--- src/rtl/srsw_pkg.sv ---
// Shared types and constants for the selective-repeat sender window.
// Holds command/status codes, controller states and the controller/datapath structs.
// No dependencies.
package srsw_pkg;

	localparam int MaxFrames = 16;
	localparam int MaxWindow = 8;
	localparam int FrameW    = $clog2(MaxFrames);
	localparam int CountW    = FrameW + 1;
	localparam int TotalW    = 5;
	localparam int WindowW   = 4;
	localparam int AckNumW   = 8;
	localparam int CfgDataW  = 5;

	localparam logic [TotalW-1:0]  TotalReset  = TotalW'(10);
	localparam logic [WindowW-1:0] WindowReset = WindowW'(4);

	typedef enum logic [1:0] {
		CMD_SEND = 2'd0,
		CMD_ACK  = 2'd1,
		CMD_BAD  = 2'd2,
		CMD_RSVD = 2'd3
	} cmd_t;

	typedef enum logic [1:0] {
		ACK_NONE    = 2'd0,
		ACK_NEW     = 2'd1,
		ACK_DUP     = 2'd2,
		ACK_IGNORED = 2'd3
	} ack_status_t;

	typedef enum logic {
		REG_TOTAL  = 1'b0,
		REG_WINDOW = 1'b1
	} reg_index_t;

	typedef enum logic [2:0] {
		ST_IDLE,
		ST_SLIDE,
		ST_SEND,
		ST_ACK,
		ST_SLIDE_ACK
	} state_t;

	typedef enum logic [1:0] {
		OUT_FRAME,
		OUT_DONE,
		OUT_ACK
	} out_sel_t;

	// controller -> datapath
	typedef struct packed {
		logic     latch_in;
		logic     base_inc;
		logic     cur_load;
		logic     cur_inc;
		logic     mark_ack;
		logic     out_load;
		out_sel_t out_sel;
	} ctrl_t;

	// datapath -> controller
	typedef struct packed {
		cmd_t cmd;
		logic slide_go;
		logic base_done;
		logic cur_in_range;
		logic cur_unacked;
		logic cur_last;
		logic slot_free;
	} stat_t;

endpackage

--- src/rtl/srsw_ctrl.sv ---
// Controller state machine for the selective-repeat sender window.
// Sequences slide, send scan and ack update; depends on srsw_pkg.
module srsw_ctrl
	import srsw_pkg::*;
(
	input  logic  clk,
	input  logic  arst_n,
	input  logic  in_valid,
	output logic  in_stall,
	input  stat_t stat,
	output ctrl_t ctrl
);

	state_t state_q, state_d;

	always_ff @(posedge clk or negedge arst_n) begin
		if (!arst_n) begin
			state_q <= ST_IDLE;
		end else begin
			state_q <= state_d;
		end
	end

	always_comb begin
		state_d  = state_q;
		ctrl     = '0;
		ctrl.out_sel = OUT_FRAME;
		in_stall = 1'b1;
		case (state_q)
			ST_IDLE: begin
				in_stall = 1'b0;
				if (in_valid) begin
					ctrl.latch_in = 1'b1;
					state_d = ST_SLIDE;
				end
			end
			ST_SLIDE: begin
				if (stat.slide_go) begin
					ctrl.base_inc = 1'b1;
				end else begin
					case (stat.cmd)
						CMD_SEND: begin
							if (stat.base_done) begin
								// hold until the output register can take the beat
								if (stat.slot_free) begin
									ctrl.out_load = 1'b1;
									ctrl.out_sel  = OUT_DONE;
									state_d = ST_IDLE;
								end
							end else begin
								ctrl.cur_load = 1'b1;
								state_d = ST_SEND;
							end
						end
						CMD_ACK: state_d = ST_ACK;
						default: state_d = ST_IDLE;
					endcase
				end
			end
			ST_SEND: begin
				if (!stat.cur_in_range) begin
					state_d = ST_IDLE;
				end else if (stat.cur_unacked) begin
					if (stat.slot_free) begin
						ctrl.out_load = 1'b1;
						ctrl.out_sel  = OUT_FRAME;
						ctrl.cur_inc  = 1'b1;
						if (stat.cur_last) begin
							state_d = ST_IDLE;
						end
					end
				end else begin
					ctrl.cur_inc = 1'b1;
				end
			end
			ST_ACK: begin
				ctrl.mark_ack = 1'b1;
				state_d = ST_SLIDE_ACK;
			end
			ST_SLIDE_ACK: begin
				if (stat.slide_go) begin
					ctrl.base_inc = 1'b1;
				end else if (stat.slot_free) begin
					ctrl.out_load = 1'b1;
					ctrl.out_sel  = OUT_ACK;
					state_d = ST_IDLE;
				end
			end
			default: state_d = ST_IDLE;
		endcase
	end

endmodule

--- src/rtl/srsw_dp.sv ---
// Datapath for the selective-repeat sender window: config registers, ack bitmap,
// window base, scan cursor and output register. Depends on srsw_pkg.
module srsw_dp
	import srsw_pkg::*;
(
	input  logic                clk,
	input  logic                arst_n,
	input  logic                cfg_we,
	input  logic                cfg_index,
	input  logic [CfgDataW-1:0] cfg_data,
	input  logic [1:0]          command,
	input  logic [AckNumW-1:0]  ack_number,
	output logic                out_valid,
	input  logic                out_stall,
	output logic [FrameW-1:0]   frame_number,
	output logic                send_valid,
	output logic                last,
	output logic [1:0]          ack_status,
	output logic                all_done,
	input  ctrl_t               ctrl,
	output stat_t               stat
);

	logic [TotalW-1:0]    total_q;
	logic [WindowW-1:0]   window_q;
	logic [MaxFrames-1:0] acked_q;
	logic [CountW-1:0]    base_q;
	logic [CountW-1:0]    cur_q;
	logic [CountW-1:0]    end_q;
	cmd_t                 cmd_q;
	logic [AckNumW-1:0]   ack_q;
	ack_status_t          status_q;

	logic [CountW-1:0]  total_eff;
	logic [CountW-1:0]  win_eff;
	logic [CountW:0]    end_sum;
	logic [CountW-1:0]  end_d;
	logic               more;
	logic               out_valid_q;

	// clamp configuration to the supported range
	always_comb begin
		if (total_q > TotalW'(MaxFrames)) begin
			total_eff = CountW'(MaxFrames);
		end else begin
			total_eff = CountW'(total_q);
		end
		if (window_q == '0) begin
			win_eff = CountW'(1);
		end else if (window_q > WindowW'(MaxWindow)) begin
			win_eff = CountW'(MaxWindow);
		end else begin
			win_eff = CountW'(window_q);
		end
		end_sum = {1'b0, base_q} + {1'b0, win_eff};
		if (end_sum > {1'b0, total_eff}) begin
			end_d = total_eff;
		end else begin
			end_d = end_sum[CountW-1:0];
		end
	end

	// any unacked frame after the cursor still inside the window
	always_comb begin
		more = 1'b0;
		for (int j = 0; j < MaxFrames; j++) begin
			if (CountW'(j) > cur_q && CountW'(j) < end_q && !acked_q[j]) begin
				more = 1'b1;
			end
		end
	end

	always_comb begin
		stat.cmd          = cmd_q;
		stat.slide_go     = (base_q < total_eff) && (base_q < CountW'(MaxFrames))
		                    && acked_q[base_q[FrameW-1:0]];
		stat.base_done    = (base_q >= total_eff);
		stat.cur_in_range = (cur_q < end_q);
		stat.cur_unacked  = !acked_q[cur_q[FrameW-1:0]];
		stat.cur_last     = !more;
		stat.slot_free    = !out_valid_q || !out_stall;
	end

	always_ff @(posedge clk or negedge arst_n) begin
		if (!arst_n) begin
			total_q  <= TotalReset;
			window_q <= WindowReset;
		end else if (cfg_we) begin
			case (reg_index_t'(cfg_index))
				REG_TOTAL:  total_q  <= cfg_data[TotalW-1:0];
				REG_WINDOW: window_q <= cfg_data[WindowW-1:0];
				default: ;
			endcase
		end
	end

	always_ff @(posedge clk or negedge arst_n) begin
		if (!arst_n) begin
			acked_q  <= '0;
			base_q   <= '0;
			cmd_q    <= CMD_SEND;
			status_q <= ACK_NONE;
		end else begin
			if (ctrl.latch_in) begin
				cmd_q <= cmd_t'(command);
			end
			if (ctrl.base_inc) begin
				base_q <= base_q + CountW'(1);
			end
			if (ctrl.mark_ack) begin
				if (ack_q >= AckNumW'(total_eff)) begin
					status_q <= ACK_IGNORED;
				end else if (acked_q[ack_q[FrameW-1:0]]) begin
					status_q <= ACK_DUP;
				end else begin
					acked_q[ack_q[FrameW-1:0]] <= 1'b1;
					status_q <= ACK_NEW;
				end
			end
		end
	end

	always_ff @(posedge clk) begin
		if (ctrl.latch_in) begin
			ack_q <= ack_number;
		end
		if (ctrl.cur_load) begin
			cur_q <= base_q;
			end_q <= end_d;
		end else if (ctrl.cur_inc) begin
			cur_q <= cur_q + CountW'(1);
		end
	end

	// output register: load when empty or being drained
	always_ff @(posedge clk or negedge arst_n) begin
		if (!arst_n) begin
			out_valid_q <= 1'b0;
		end else if (ctrl.out_load) begin
			out_valid_q <= 1'b1;
		end else if (!out_stall) begin
			out_valid_q <= 1'b0;
		end
	end

	always_ff @(posedge clk) begin
		if (ctrl.out_load) begin
			case (ctrl.out_sel)
				OUT_FRAME: begin
					frame_number <= cur_q[FrameW-1:0];
					send_valid   <= 1'b1;
					last         <= !more;
					ack_status   <= ACK_NONE;
					all_done     <= 1'b0;
				end
				OUT_DONE: begin
					frame_number <= '0;
					send_valid   <= 1'b0;
					last         <= 1'b1;
					ack_status   <= ACK_NONE;
					all_done     <= 1'b1;
				end
				default: begin
					frame_number <= '0;
					send_valid   <= 1'b0;
					last         <= 1'b1;
					ack_status   <= status_q;
					all_done     <= (base_q >= total_eff);
				end
			endcase
		end
	end

	assign out_valid = out_valid_q;

endmodule

--- src/rtl/selective_repeat_sender_window_core.sv ---
// Selective-repeat ARQ sender window. Before each command the window base steps
// over acknowledged frames at one frame per cycle, since the ack bitmap is read
// one entry per cycle. A send command then scans the window, one frame number per
// cycle while the output is not stalled, emitting each unacknowledged frame (up to 8
// beats, last one marked), or a single done beat once every frame is acknowledged.
// An ack gives one status beat; a malformed reply gives none.
// Output beats are held in a register, so a stalled output only pauses the scan.
// Top level: instantiates srsw_ctrl and srsw_dp; depends on srsw_pkg.
module selective_repeat_sender_window_core
	import srsw_pkg::*;
(
	input  logic                clk,
	input  logic                arst_n,
	input  logic                cfg_we,
	input  logic                cfg_index,
	input  logic [CfgDataW-1:0] cfg_data,
	input  logic                in_valid,
	output logic                in_stall,
	input  logic [1:0]          command,
	input  logic [AckNumW-1:0]  ack_number,
	output logic                out_valid,
	input  logic                out_stall,
	output logic [FrameW-1:0]   frame_number,
	output logic                send_valid,
	output logic                last,
	output logic [1:0]          ack_status,
	output logic                all_done
);

	ctrl_t ctrl;
	stat_t stat;

	srsw_ctrl u_ctrl (
		.clk      (clk),
		.arst_n   (arst_n),
		.in_valid (in_valid),
		.in_stall (in_stall),
		.stat     (stat),
		.ctrl     (ctrl)
	);

	srsw_dp u_dp (
		.clk          (clk),
		.arst_n       (arst_n),
		.cfg_we       (cfg_we),
		.cfg_index    (cfg_index),
		.cfg_data     (cfg_data),
		.command      (command),
		.ack_number   (ack_number),
		.out_valid    (out_valid),
		.out_stall    (out_stall),
		.frame_number (frame_number),
		.send_valid   (send_valid),
		.last         (last),
		.ack_status   (ack_status),
		.all_done     (all_done),
		.ctrl         (ctrl),
		.stat         (stat)
	);

endmodule

--- config.mk ---
export PLATFORM = sky130hd
export DESIGN_NAME = selective_repeat_sender_window_core
export DESIGN_NICKNAME = d
export VERILOG_FILES = /design/src/rtl/srsw_pkg.sv /design/src/rtl/srsw_ctrl.sv /design/src/rtl/srsw_dp.sv /design/src/rtl/selective_repeat_sender_window_core.sv
export SDC_FILE = /design/constraint.sdc
export NUM_CORES = 1
export LEC_CHECK = 0
export ABC_AREA = 1
export BUFFER_PORTS_ARGS = -buffer_cell sky130_fd_sc_hd__buf_4
export CAP_MARGIN = 20
export CORE_UTILIZATION = 65
export CTS_CLUSTER_DIAMETER = 50
export DETAILED_ROUTE_END_ITERATION = 12
export PLACE_DENSITY_LB_ADDON = 0.3
export SLEW_MARGIN = 15
export SYNTH_ARGS = -nofsm -noshare
export SYNTH_HDL_FRONTEND = slang
export SYNTH_SLANG_ARGS = --single-unit
--- constraint.sdc ---
create_clock -name clk -period 5.2 [get_ports clk]
set_clock_uncertainty 0.15 [all_clocks]
set_input_delay 0.78 -clock clk [delete_from_list [all_inputs] [get_ports clk]]
set_output_delay 0.78 -clock clk [all_outputs]
set_load 0.01 [all_outputs]
Word-level counts from Yosys, hierarchy flattened --
Cells that the tools add are included.
Operators by class: add/subtract/negate cells 3, order comparisons 44, eq/ne operators 13, mux-type cells 71, bitwise gates (word level) 4, reductions and logical operators 66
Operators with widths (count):
- $mux 3 | 18
- $gt 4x5->1 const A | 8
- $lt 4x5->1 const A | 8
- $mux 1 | 37
- $logic_and 1x1->1 | 35
- $gt 3x5->1 const A | 4
- $lt 3x5->1 const A | 4
- $mux 5 | 4
- $logic_not 1->1 | 19
- $or 16x16->16 | 1
- $lt 4x5->1 const B | 3
- $pmux 3 s5 | 1
- $bmux 1 s4 | 3
- $add 5x1->5 const B | 2
- $gt 1x5->1 const A | 2
- $gt 2x5->1 const A | 2
- $lt 1x5->1 const A | 2
- $lt 2x5->1 const A | 2
- $lt 5x5->1 | 2
- $ne 3x3->1 const B | 3
- $pmux 3 s3 | 1
- $ge 8x5->1 | 1
- $mux 4 | 2
- $add 5x4->6 | 1
- 26 further kinds | 36
Word-level totals: register bits 65, output and inout bits 11, logic and storage cells 217

Logic depth before layout (Yosys ltp) --
Gate-level depths: netlist (run 1).
word-level depth 24, gate-level depth with buffers 17, depth with buffers taken out 16

Hierarchy --
Synthesis (run 1) repeated with hierarchy kept, for this count alone.
Second synthesis, totals: cells, all modules 599, area total of the unflattened synthesis 4509.3 µm²
By module, submodules not included:
- srsw_dp | times used 1, cells an instance 541, area each 4150.2 µm², seq. area each 1690.4 µm²
- srsw_ctrl | times used 1, cells an instance 58, area each 359.1 µm², seq. area each 75.1 µm²

Worst setup path before layout (run 1) --
OpenSTA, ideal clock, no wires.
kind register to register, start register u_dp.window_q[2], end register u_dp.end_q[1] (data pin), library setup time 266 ps, arrival time 2606 ps, slack 2178 ps, cell stages (with the launch flop) 16, path buffers 0, period minus slack after synthesis 3022 ps, cell sequence dfstp_2 inv_1 a21oi_1 nor2_1 ha_1 fa_1 a21oi_1 o21ai_0 xor2_1 inv_1 ha_1 inv_1 o32ai_1 nand2_1 nor2_1 a21oi_1
Between the ends: word-level cells in the longest chain between the ends 6
RTL lines:
- start, declared | RTL line srsw_dp.sv:25 | logic [WindowW-1:0] window_q;
- start signal, assigned | RTL line srsw_dp.sv:87 | window_q <= WindowReset;
- start signal, assigned | RTL line srsw_dp.sv:91 | REG_WINDOW: window_q <= cfg_data[WindowW-1:0];
- $gt 4x4->1 | RTL line srsw_dp.sv:50 | end else if (window_q > WindowW'(MaxWindow)) begin
- $mux 4 | RTL line srsw_dp.sv:50
- $mux 4 * | RTL line srsw_dp.sv:48 | if (window_q == '0) begin
- $add 5x4->6 * | RTL line srsw_dp.sv:55 | end_sum = {1'b0, base_q} + {1'b0, win_eff};
- $gt 6x5->1 | RTL line srsw_dp.sv:56 | if (end_sum > {1'b0, total_eff}) begin
- $mux 5 * | RTL line srsw_dp.sv:56
- via u_dp.end_d[1] | RTL line srsw_dp.sv:37 | logic [CountW-1:0] end_d;
- end signal, assigned | RTL line srsw_dp.sv:129 | end_q <= end_d;
- end, declared | RTL line srsw_dp.sv:29 | logic [CountW-1:0] end_q;
Mark *: on every way through the listed nets, which the timed path passes. The rest lies on a longest branch. A chain may end at the register's enable or synchronous reset.

Worst setup path in the final report (run 1) --
Same ends and word-level chain as after synthesis.

==> results of run 1 <==
[power breakdown]
group	total [mW]	switching, mW	internal [mW]
registers	0.822	0.140	0.682
clock network	0.564	0.196	0.368
logic	0.867	0.581	0.287
[registers in the layout, summed over array words and instances, names as in the netlist, 2 cells and up]
register / flops
u_dp.ack_q: 8
u_dp.frame_number: 4
u_dp.total_q: 5
u_dp.ack_status: 2
u_dp.cmd_q: 2
u_dp.end_q: 5
u_dp.window_q: 4
u_dp.acked_q: 16
u_dp.status_q: 2
u_dp.cur_q: 5
u_dp.base_q: 5
u_ctrl.state_q: 3
[kinds of logic (layout without fill, tap and decap cells)]
kind of cell	Yosys count	count (layout)	synth area share
simple gates	342	342	0.331
buf+inv	102	138	0.0961
compound gates	74	74	0.0900
flops	65	65	0.388
fa+ha+maj	28	28	0.0787
xor+xnor	7	7	0.0135
mux	1	1	0.00248
[routing by layer]
metal	routed length, um	vias up	share of wire	global-route usage
met5	0	-	0	0
met4	530	0	0.044	0.192
met3	858	55	0.071	0.0635
met2	5770	209	0.48	0.595
met1	4880	1994	0.41	0.431
li1	-	2065	-	-
[cells in the mapped netlist, types with 2 or more instances]
library cell    n  share of area
nor2_1         72          0.059
nand2_2         2         0.0028
nand2_1       183           0.15
dfstp_2         3          0.017
buf_2           2         0.0022
nor2_2          4         0.0055
xor2_1          7          0.013
o21ai_1         7         0.0077
or2_2           3         0.0041
nand3_1        53          0.058
inv_1          86          0.071
nand4_1         8          0.011
a31oi_1         3         0.0041
inv_2           5         0.0041
dfrtp_1        35           0.19
ha_1           27          0.074
buf_4           6         0.0099
nand3_2        10          0.022
o21ai_0        32          0.035
a21oi_1        17          0.019
edfxtp_1       27           0.18
o22ai_1         8          0.011
[final timing paths]
path / start / endpoint / cells past startpoint
worst max-delay path: u_dp.window_q[2]$_DFFE_PN1P_ / u_dp.end_q[1]$_DFFE_PP_ / 15
worst min-delay path: arst_n / u_dp.acked_q[11]$_DFFE_PN0P_ / 1
worst max register to register: u_dp.window_q[2]$_DFFE_PN1P_ / u_dp.end_q[1]$_DFFE_PP_ / 15
worst min register to register: u_dp.window_q[2]$_DFFE_PN1P_ / u_dp.window_q[2]$_DFFE_PN1P_ / 2
max in group asynchronous: arst_n / u_dp.window_q[2]$_DFFE_PN1P_ / 1
min in group clk: u_dp.window_q[2]$_DFFE_PN1P_ / u_dp.window_q[2]$_DFFE_PN1P_ / 2
[cell type report]
type                    count  area, um2
clock buffers               9        124
clock inverters             7        141
fillers                   524       1710
inverters                  91        342
multi-input cells         452       2340
flip-flops and latches     65       1770
well taps                  80        100
repair buffers             31        233
[through the flow]
stage	std cells	hold WS, ns	setup WS (ns)	instance area (um2)
finish	735	0.249	1.84	5050
global route	735	0.287	1.68	5050
CTS	735	0.256	1.89	5050
detailed placement	719	0.331	1.92	4780
global placement	719	0.317	2.06	4780
floorplan	619	0.303	2.18	4540
==> reports/metrics.yaml, run 1 <==
global_route:
  antenna_found_initial: 0
  grt_pass1_vias: 4210
  grt_pass1_wl_mm: 19.7
  grt_max_degree: 39
  overflow: 0
  grtUsageTotal: 0.353
synthesis:
  ys_seq_area_frac: 0.388
  async_flop_share: 0.585
  synth_edf_count: 27
  synth.cell_area_um2: 4540
  syn_avg_cell_area_um2: 7.34
  ys_warn_count: 0
  yosys_most_used_dff: "dfrtp_1"
  synth_fp_nets: 668
  synth.distinct_cells: 41
  synth_seq_cells: 65
  synth_cells: 619
drt:
  wl_per_cell_um: 16.4
  drc: 0
  via_per_inst: 5.88
  antenna_left: 0
  wirelength_mm: 12.0
  dr.first_iter.drc_count: 377
  vias: 4323
  firstDrtPassIters: 5
sta:
  timing.final.crit_share: 0.646
  fin_crit_ns: 3.36
  finalHoldViolCount: 0
  slew_viol_final: 0
  grt_setup_unrepaired: "false"
  setup_viol: 0
  tns_ns: 0
  fmax_mhz: 298
  max-slew-margin-rel: 0.297
  worst_pin_slew_ns: 1.06
placed_design:
  dp_hpwl_mm: 8.86
  routabilityCongestion: 0.970
  port_buffers: 31
critical_path:
  start_kind: "flip-flop"
  worstSetupPathType: "flip-flop to flip-flop"
  cp_top_family: "adder cells"
  cp_max_fo: 10
  end_kind: "flip-flop"
  cp_num_buf_inv: 3
  crit_slowest_cell: "dfstp_2"
  worstPathArrival_ns: 3.28
  slowest_delay_ns: 0.53
  reg2reg_slack_ns: 1.84
  crit_required_ns: 5.12
  crit_chain: "inv_1, a21oi_1, nor2_1, ha_1, fa_1, a21oi_1, o21ai_0, xor2_1, inv_1, ha_1, inv_1, o32ai_1, nand2_1, nor2_1, a21oi_1"
clock_network:
  max-clock-path-buffers: 2
  cts_tree: "done"
  clock_sinks: 65
  cts_hold_buf: 0
  h-tree-depth: 3
  post_cts_resized: 0
  cts_buffers: 9
  path_clk_slew_ns: 0.08
  root_buffer: "clkbuf_8"
  cts_setup_buffers: 0
  clock_latency_ns: 0.35
final_layout:
  layout-drive-gt1-share: 0.124
  layout_common_cells: "nand2_1 (183), inv_1 (86), nor2_1 (72)"
  area_growth_pct: 11.1
  final_core_util: 0.747
  final_common_cell: "nand2_1"
  diodes: 0
  nets: 699
power_and_ir_drop:
  ir_drop_v: 0.000321
  power_density_nw_per_um2: 446
  power.total_mw: 2.25
  power_leakage_nw: 2.59
job:
  drv_cap: 0
die:
  boundaryPins: 32
  core_um2: 6760
  num_rows: 30
  initial_utilization: 0.673
  die_h_um: 85.6
  die_area_um2: 7330
  die_w_um: 85.6
hold_path:
  hp-class: "input pin to async pin"
status:
  status: "completed"
(Power assumes the default switching activity.)
==> run 2: changes to the inputs <==
- ABC_AREA: 1 -> 0
- CORE_UTILIZATION: 65 -> 60
- clock period: 5.2 -> 3.45 ns (I/O delays scaled with it)
==> reports/metrics.yaml, run 2 <==
critical_path:
  crit_required_ns: 3.41  # was 5.12 ns
  crit_chain: "nor2_1, nor2_1, nor2_1, ha_1, fa_1, a21o_1, a21oi_1, xnor2_1, ha_1, nand2_1, o22ai_1, o21ai_2, buf_4, mux2_2"  # was inv_1, a21oi_1, nor2_1, ha_1, fa_1, a21oi_1, o21ai_0, xor2_1, inv_1, ha_1, inv_1, o32ai_1, nand2_1, nor2_1, a21oi_1
  worstPathArrival_ns: 3.32  # was 3.28 ns
  worstSetupPathType: "flip-flop to flip-flop"  # unchanged
  crit_slowest_cell: "dfstp_2"  # unchanged
  cp_common_cell: "nor2_1"
  end_kind: "flip-flop"  # unchanged
  r2r_cells: 14  # was 15
  start_kind: "flip-flop"  # unchanged
  cp_max_fo: 5  # was 10
  slowest_delay_ns: 0.54  # was 0.53 ns
sta:
  max-slew-margin-rel: 0.505  # was 0.297
  tns_ns: 0  # unchanged
  worst_pin_slew_ns: 0.743  # was 1.06 ns
  timing.final.crit_share: 0.975  # was 0.646
  finalHoldViolCount: 0  # unchanged
  worst_slack_ns: 0.0853  # was 1.84 ns
  fmax_mhz: 297  # was 298 MHz
  slew_viol_final: 0  # unchanged
  holdWs_ns: 0.184  # was 0.249 ns
  setup_viol: 0  # unchanged
  fin_crit_ns: 3.36  # about the same
drt:
  firstDrtPassIters: 9  # was 5
  via_per_inst: 6.52  # was 5.88
  wirelength_mm: 9.34  # was 12.0 mm
  drc: 8  # was 0
  wl_per_cell_um: 19.5  # was 16.4 um
  dr.first_iter.drc_count: 322  # was 377
  antenna_left: 0  # unchanged
  vias: 3117  # was 4323
hold_path:
  hp-class: "input pin to flip-flop"  # was input pin to async pin
  hold_depth: 1
die:
  die_area_um2: 7120  # was 7330 um2
  die_h_um: 84.4  # was 85.6 um
  initial_utilization: 0.630  # was 0.673
  boundaryPins: 32  # unchanged
  num_rows: 29  # was 30
  die_w_um: 84.4  # was 85.6 um
  core_um2: 6460  # was 6760 um2
synthesis:
  synth_edf_count: 27  # unchanged
  synth_fp_nets: 409  # was 668
  synth.cell_area_um2: 4070  # was 4540 um2
  async_flop_share: 0.585  # unchanged
  ys_seq_area_frac: 0.434  # was 0.388
  synth_seq_cells: 65  # unchanged
  netlist_top_cells_area: "dfrtp_1 (22%), edfxtp_1 (20%), ha_1 (8.3%), mux2_2 (5.3%), mux4_2 (5.0%)"  # was dfrtp_1 (19%), edfxtp_1 (18%), nand2_1 (15%), ha_1 (7.4%), inv_1 (7.1%)
  synth_common_cells: "dfrtp_1 (35), edfxtp_1 (27), ha_1 (27), nor2_1 (25), inv_1 (21)"  # was nand2_1 (183), inv_1 (86), nor2_1 (72), nand3_1 (53), dfrtp_1 (35)
  synth.distinct_cells: 61  # was 41
  yosysMostFrequentCell: "dfrtp_1"  # was nand2_1
  yosys.area.top_type: "dfrtp_1"  # unchanged
  ys_warn_count: 0  # unchanged
  yosys_most_used_dff: "dfrtp_1"  # unchanged
  syn_avg_cell_area_um2: 11.3  # was 7.34 um2
  synth_cells: 360  # was 619
  synth_top_area_share: 0.215  # was 0.193
global_route:
  grtUsageTotal: 0.284  # was 0.353
  grt_pass1_vias: 3060  # was 4210
  grt_util_met1: 0.372  # was 0.431
  use_met2: 0.472  # was 0.595
  overflow: 0  # unchanged
  grt_max_degree: 39  # unchanged
  use_met3: 0.0600  # was 0.0635
  top_usage_layer: "met2"  # unchanged
  grt_pass1_wl_mm: 15.3  # was 19.7 mm
  antenna_found_initial: 0  # unchanged
final_layout:
  final_core_util: 0.716  # was 0.747
  regMostFlops: "u_dp.acked_q"  # unchanged
  largest_reg_flops: 16  # unchanged
  layout-drive-gt1-share: 0.239  # was 0.124
  nets: 445  # was 699
  diodes: 0  # unchanged
  largestRegisters: "u_dp.acked_q: 16 flops, u_dp.ack_q: 8 flops"  # unchanged
  area_growth_pct: 13.6  # was 11.1%
  layout_common_cells: "buf_4 (38), dfrtp_1 (35), ha_1 (27), edfxtp_1 (27), nor2_1 (25)"  # was nand2_1 (183), inv_1 (86), nor2_1 (72)
  final_common_cell: "buf_4"  # was nand2_1
placed_design:
  routabilityCongestion: 0.866  # was 0.970
  port_buffers: 31  # unchanged
  dp_hpwl_mm: 6.66  # was 8.86 mm
  place_ws_ns: 0.0224  # was 1.92 ns
clock_network:
  max-clock-path-buffers: 2  # unchanged
  cts_buffers: 9  # unchanged
  clock_sinks: 65  # unchanged
  clock_latency_ns: 0.36  # was 0.35 ns
  cts_tree: "done"  # unchanged
  h-tree-depth: 3  # unchanged
  root_buffer: "clkbuf_8"  # unchanged
  path_clk_slew_ns: 0.08  # about the same
power_and_ir_drop:
  ir_drop_v: 0.000346  # was 0.000321 V
  power_density_nw_per_um2: 638  # was 446 nW/um2
  power.total_mw: 2.95  # was 2.25 mW
  power_leakage_nw: 2.07  # was 2.59 nW
status:
  status: "finished, violations left"  # was completed
  violations: "design-rule violations"
job:
  drv_cap: 0  # unchanged
run 2: final timing paths:
check	from	slack (ns)	to
setup / recovery	u_dp.window_q[2]$_DFFE_PN1P_	0.09	u_dp.end_q[3]$_DFFE_PP_
hold / removal	ack_number[2]	0.18	u_dp.ack_q[2]$_DFFE_PP_
setup reg to reg	u_dp.window_q[2]$_DFFE_PN1P_	0.09	u_dp.end_q[3]$_DFFE_PP_
hold reg to reg	u_dp.total_q[2]$_DFFE_PN0P_	0.37	u_dp.total_q[2]$_DFFE_PN0P_
max in group asynchronous	arst_n	2.25	u_dp.total_q[1]$_DFFE_PN1P_
min in group asynchronous	arst_n	0.52	u_ctrl.state_q[1]$_DFFE_PN0P_
run 2: area by class of cell:
class | count | area, um2
sequential | 65 | 1770
inverter | 21 | 78.8
tap | 77 | 96.3
clock buffer | 9 | 124
multi-input combinational | 260 | 2160
timing repair buffer | 39 | 295
fill | 478 | 1840
clock inverter | 7 | 101
run 2: critical path: cells and delay by family (launching register included):
kind | cells | cell delay [ns]
compound gates | 4 | 0.57
simple gates | 4 | 0.25
fa+ha+maj | 3 | 0.89
xor+xnor | 1 | 0.18
mux | 1 | 0.36
flops | 1 | 0.54
buf+inv | 1 | 0.17
run 2: stage by stage:
stage	instance area, um2	std cells
after floorplan	4070	360
after global placement	4360	459
after detailed placement	4360	459
after CTS	4600	476
after global routing	4620	478
final	4620	478
run 2: timing repair:
action | in CTS | in global routing
hold buffers | 1 | 0
gates resized for setup | 1 | 1
pin swaps | 0 | 1
hold endpoints to repair | 24 | 0
buffers inserted | 0 | 2
endpoints found under the setup margin | 4 | 4
run 2: cells by family (layout without fill, tap and decap cells):
kind of cell	after synthesis	after routing	synth area share
AND/OR/NAND/NOR	99	99	0.126
multiplexers	40	40	0.148
flip-flops	65	65	0.434
XOR/XNOR	9	9	0.0194
buffers and inverters	35	76	0.0375
adder cells (fa/ha/maj)	28	28	0.0879
AO/OA/AOI/OAI	84	84	0.147
run 2: per-layer routing:
metal | up-vias | routed length (um)
met5 | - | 0
met4 | 0 | 271
met3 | 28 | 705
met2 | 145 | 4540
met1 | 1503 | 3820
li1 | 1441 | -
run 2: power breakdown:
group	switching, mW	internal [mW]	total, mW
clock network	0.328	0.414	0.742
logic	0.507	0.482	0.989
registers	0.205	1.01	1.22
total	1.04	1.91	2.95
==> run 3: changes to the inputs <==
- ABC_AREA: 0 -> 1
- CORE_UTILIZATION: 60 -> 50
==> reports/metrics.yaml, run 3 (synthesis results as in run 1) <==
status:
  status: "completed"  # was finished, violations left
sta:
  worst_slack_ns: 0.158  # was 0.0853 ns
  finalHoldViolCount: 0  # unchanged
  timing.final.crit_share: 0.954  # was 0.975
  setup_viol: 0  # unchanged
  fin_crit_ns: 3.29  # was 3.36 ns
  holdWs_ns: 0.194  # was 0.184 ns
  grt_setup_unrepaired: "false"
  max-slew-margin-rel: 0.467  # was 0.505
  slew_viol_final: 0  # unchanged
  tns_ns: 0  # unchanged
  worst_pin_slew_ns: 0.797  # was 0.743 ns
  fmax_mhz: 304  # was 297 MHz
die:
  initial_utilization: 0.519  # was 0.630
  die_w_um: 97.3  # was 84.4 um
  die_h_um: 97.3  # was 84.4 um
  core_um2: 8760  # was 6460 um2
  boundaryPins: 32  # unchanged
  num_rows: 34  # was 29
  die_area_um2: 9470  # was 7120 um2
final_layout:
  final_common_cell: "nand2_1"  # was buf_4
  regMostFlops: "u_dp.acked_q"  # unchanged
  final_cells: 774  # was 478
  layout-drive-gt1-share: 0.140  # was 0.239
  area_growth_pct: 12.3  # was 13.6%
  layout_common_cells: "nand2_1 (182), inv_1 (86), nor2_1 (72)"  # was buf_4 (38), dfrtp_1 (35), ha_1 (27), edfxtp_1 (27), nor2_1 (25)
  largest_reg_flops: 16  # unchanged
  final_core_util: 0.582  # was 0.716
  nets: 710  # was 445
  fin_area_um2: 5100  # was 4620 um2
  fill_cells: 791  # was 478
  largestRegisters: "u_dp.acked_q: 16 flops, u_dp.ack_q: 8 flops"  # unchanged
  diodes: 0  # unchanged
clock_network:
  clock_latency_ns: 0.35  # was 0.36 ns
  cts_buffers: 9  # unchanged
  path_clk_slew_ns: 0.07  # was 0.08 ns
  root_buffer: "clkbuf_8"  # unchanged
  cts_tree: "done"  # unchanged
  clock_sinks: 65  # unchanged
  max-clock-path-buffers: 2  # unchanged
  h-tree-depth: 3  # unchanged
power_and_ir_drop:
  power_density_nw_per_um2: 620  # was 638 nW/um2
  ir_drop_v: 0.000431  # was 0.000346 V
  power_leakage_nw: 2.61  # was 2.07 nW
  power.total_mw: 3.16  # was 2.95 mW
drt:
  via_per_inst: 5.54  # was 6.52
  firstDrtPassIters: 5  # was 9
  dr.first_iter.drc_count: 431  # was 322
  drc: 0  # was 8
  wirelength_mm: 11.6  # was 9.34 mm
  antenna_left: 0  # unchanged
  wl_per_cell_um: 15.0  # was 19.5 um
  vias: 4291  # was 3117
hold_path:
  hp-class: "input pin to flip-flop"  # unchanged
  hold_end: "u_dp.ack_q[7]$_DFFE_PP_"  # was u_dp.ack_q[2]$_DFFE_PP_
  hold_depth: 1  # unchanged
  worstHoldStart: "ack_number[7]"  # was ack_number[2]
job:
  drv_cap: 0  # unchanged
critical_path:
  crit_slowest_cell: "dfstp_2"  # unchanged
  crit_chain: "inv_1, nor2_1, ha_1, a21o_1, a31oi_1, xor2_1, inv_1, ha_1, nand2_1, o21a_1, nor2_1, o32ai_4, nand2_2, buf_4, a21oi_1"  # was nor2_1, nor2_1, nor2_1, ha_1, fa_1, a21o_1, a21oi_1, xnor2_1, ha_1, nand2_1, o22ai_1, o21ai_2, buf_4, mux2_2
  crit_required_ns: 3.39  # was 3.41 ns
  r2r_cells: 15  # was 14
  reg2reg_slack_ns: 0.16  # was 0.09 ns
  rr_startpoint: "u_dp.window_q[2]$_DFFE_PN1P_"  # unchanged
  reg2reg_to: "u_dp.end_q[1]$_DFFE_PP_"  # was u_dp.end_q[3]$_DFFE_PP_
  start_kind: "flip-flop"  # unchanged
  end_kind: "flip-flop"  # unchanged
  slowest_delay_ns: 0.53  # was 0.54 ns
  cp_max_fo: 5  # unchanged
  worstSetupPathType: "flip-flop to flip-flop"  # unchanged
  worstPathArrival_ns: 3.23  # was 3.32 ns
global_route:
  grt_max_degree: 39  # unchanged
  overflow: 0  # unchanged
  grt_pass1_vias: 4037  # was 3060
  antenna_found_initial: 0  # unchanged
  grtUsageTotal: 0.253  # was 0.284
  grt_pass1_wl_mm: 19.1  # was 15.3 mm
placed_design:
  routabilityCongestion: 0.928  # was 0.866
  place_ws_ns: 0.184  # was 0.0224 ns
  dp_hpwl_mm: 8.98  # was 6.66 mm
  dp.cells: 755  # was 459
  place_area_um2: 4880  # was 4360 um2
  port_buffers: 31  # unchanged
[run 3: cell types whose count changed in the layout (fill, tap and decap cells not counted), sizes merged, moves of 9 or more]
cell,before,now
mux2,21,1
nor2,25,77
inv,24,91
mux4,13,0
nand3,5,63
nand2,18,187
o21ai,16,39
nor2b,14,0
a31o,9,0
[run 3: timing repair]
item | 4_1_cts | 5_1_grt
hold endpoints to repair | 7 | 0
hold buffers | 1 | 0
endpoints found under the setup margin | 0 | 5
gates resized for setup | 0 | 5
buffers inserted | 0 | 1
[run 3: metal layers]
metal	track usage	part of all wire	vias up	wire length [um]
met4	0.0905	0.029	0	338
met3	0.0547	0.074	33	855
met1	0.341	0.44	1986	5130
li1	-	-	2085	-
met2	0.403	0.46	187	5290
met5	0	0	-	0
[run 3: final cells by class]
type	count	area [um2]	share of cell area
Sequential cell	65	1770	0.346
Multi-Input combinational cell	453	2370	0.465
Inverter	91	342	0.0670
Clock inverter	3	17.5	0.00343
Tap cell	108	135	0.0265
Timing Repair Buffer	41	310	0.0608
Clock buffer	13	159	0.0312
[run 3: critical path: cells and delay by family, from the launching register on]
kind | cells | cell delay, ns
compound gates | 5 | 0.83
xor+xnor | 1 | 0.17
fa+ha+maj | 2 | 0.59
buf+inv | 3 | 0.25
flops | 1 | 0.53
simple gates | 4 | 0.51
[run 3: worst max-delay path by stage]
| stage | start | to |
|---|---|---|
| 5_1_grt | u_dp.window_q[2]$_DFFE_PN1P_ | u_dp.end_q[3]$_DFFE_PP_ |
| 3_5_place_dp | u_dp.window_q[2]$_DFFE_PN1P_ | u_dp.end_q[3]$_DFFE_PP_ |
| 3_3_place_gp | u_dp.window_q[2]$_DFFE_PN1P_ | u_dp.end_q[3]$_DFFE_PP_ |
| 6_report | u_dp.window_q[2]$_DFFE_PN1P_ | u_dp.end_q[1]$_DFFE_PP_ |
| 2_1_floorplan | u_dp.window_q[2]$_DFFE_PN1P_ | u_dp.end_q[1]$_DFFE_PP_ |
| 4_1_cts | u_dp.window_q[2]$_DFFE_PN1P_ | u_dp.end_q[2]$_DFFE_PP_ |
[run 3: power breakdown]
group | internal [mW] | switching (mW) | leakage [nW]
Sequential | 1.03 | 0.122 | 0.743
Clock | 0.298 | 0.291 | 0.0894
Combinational | 0.472 | 0.953 | 1.78
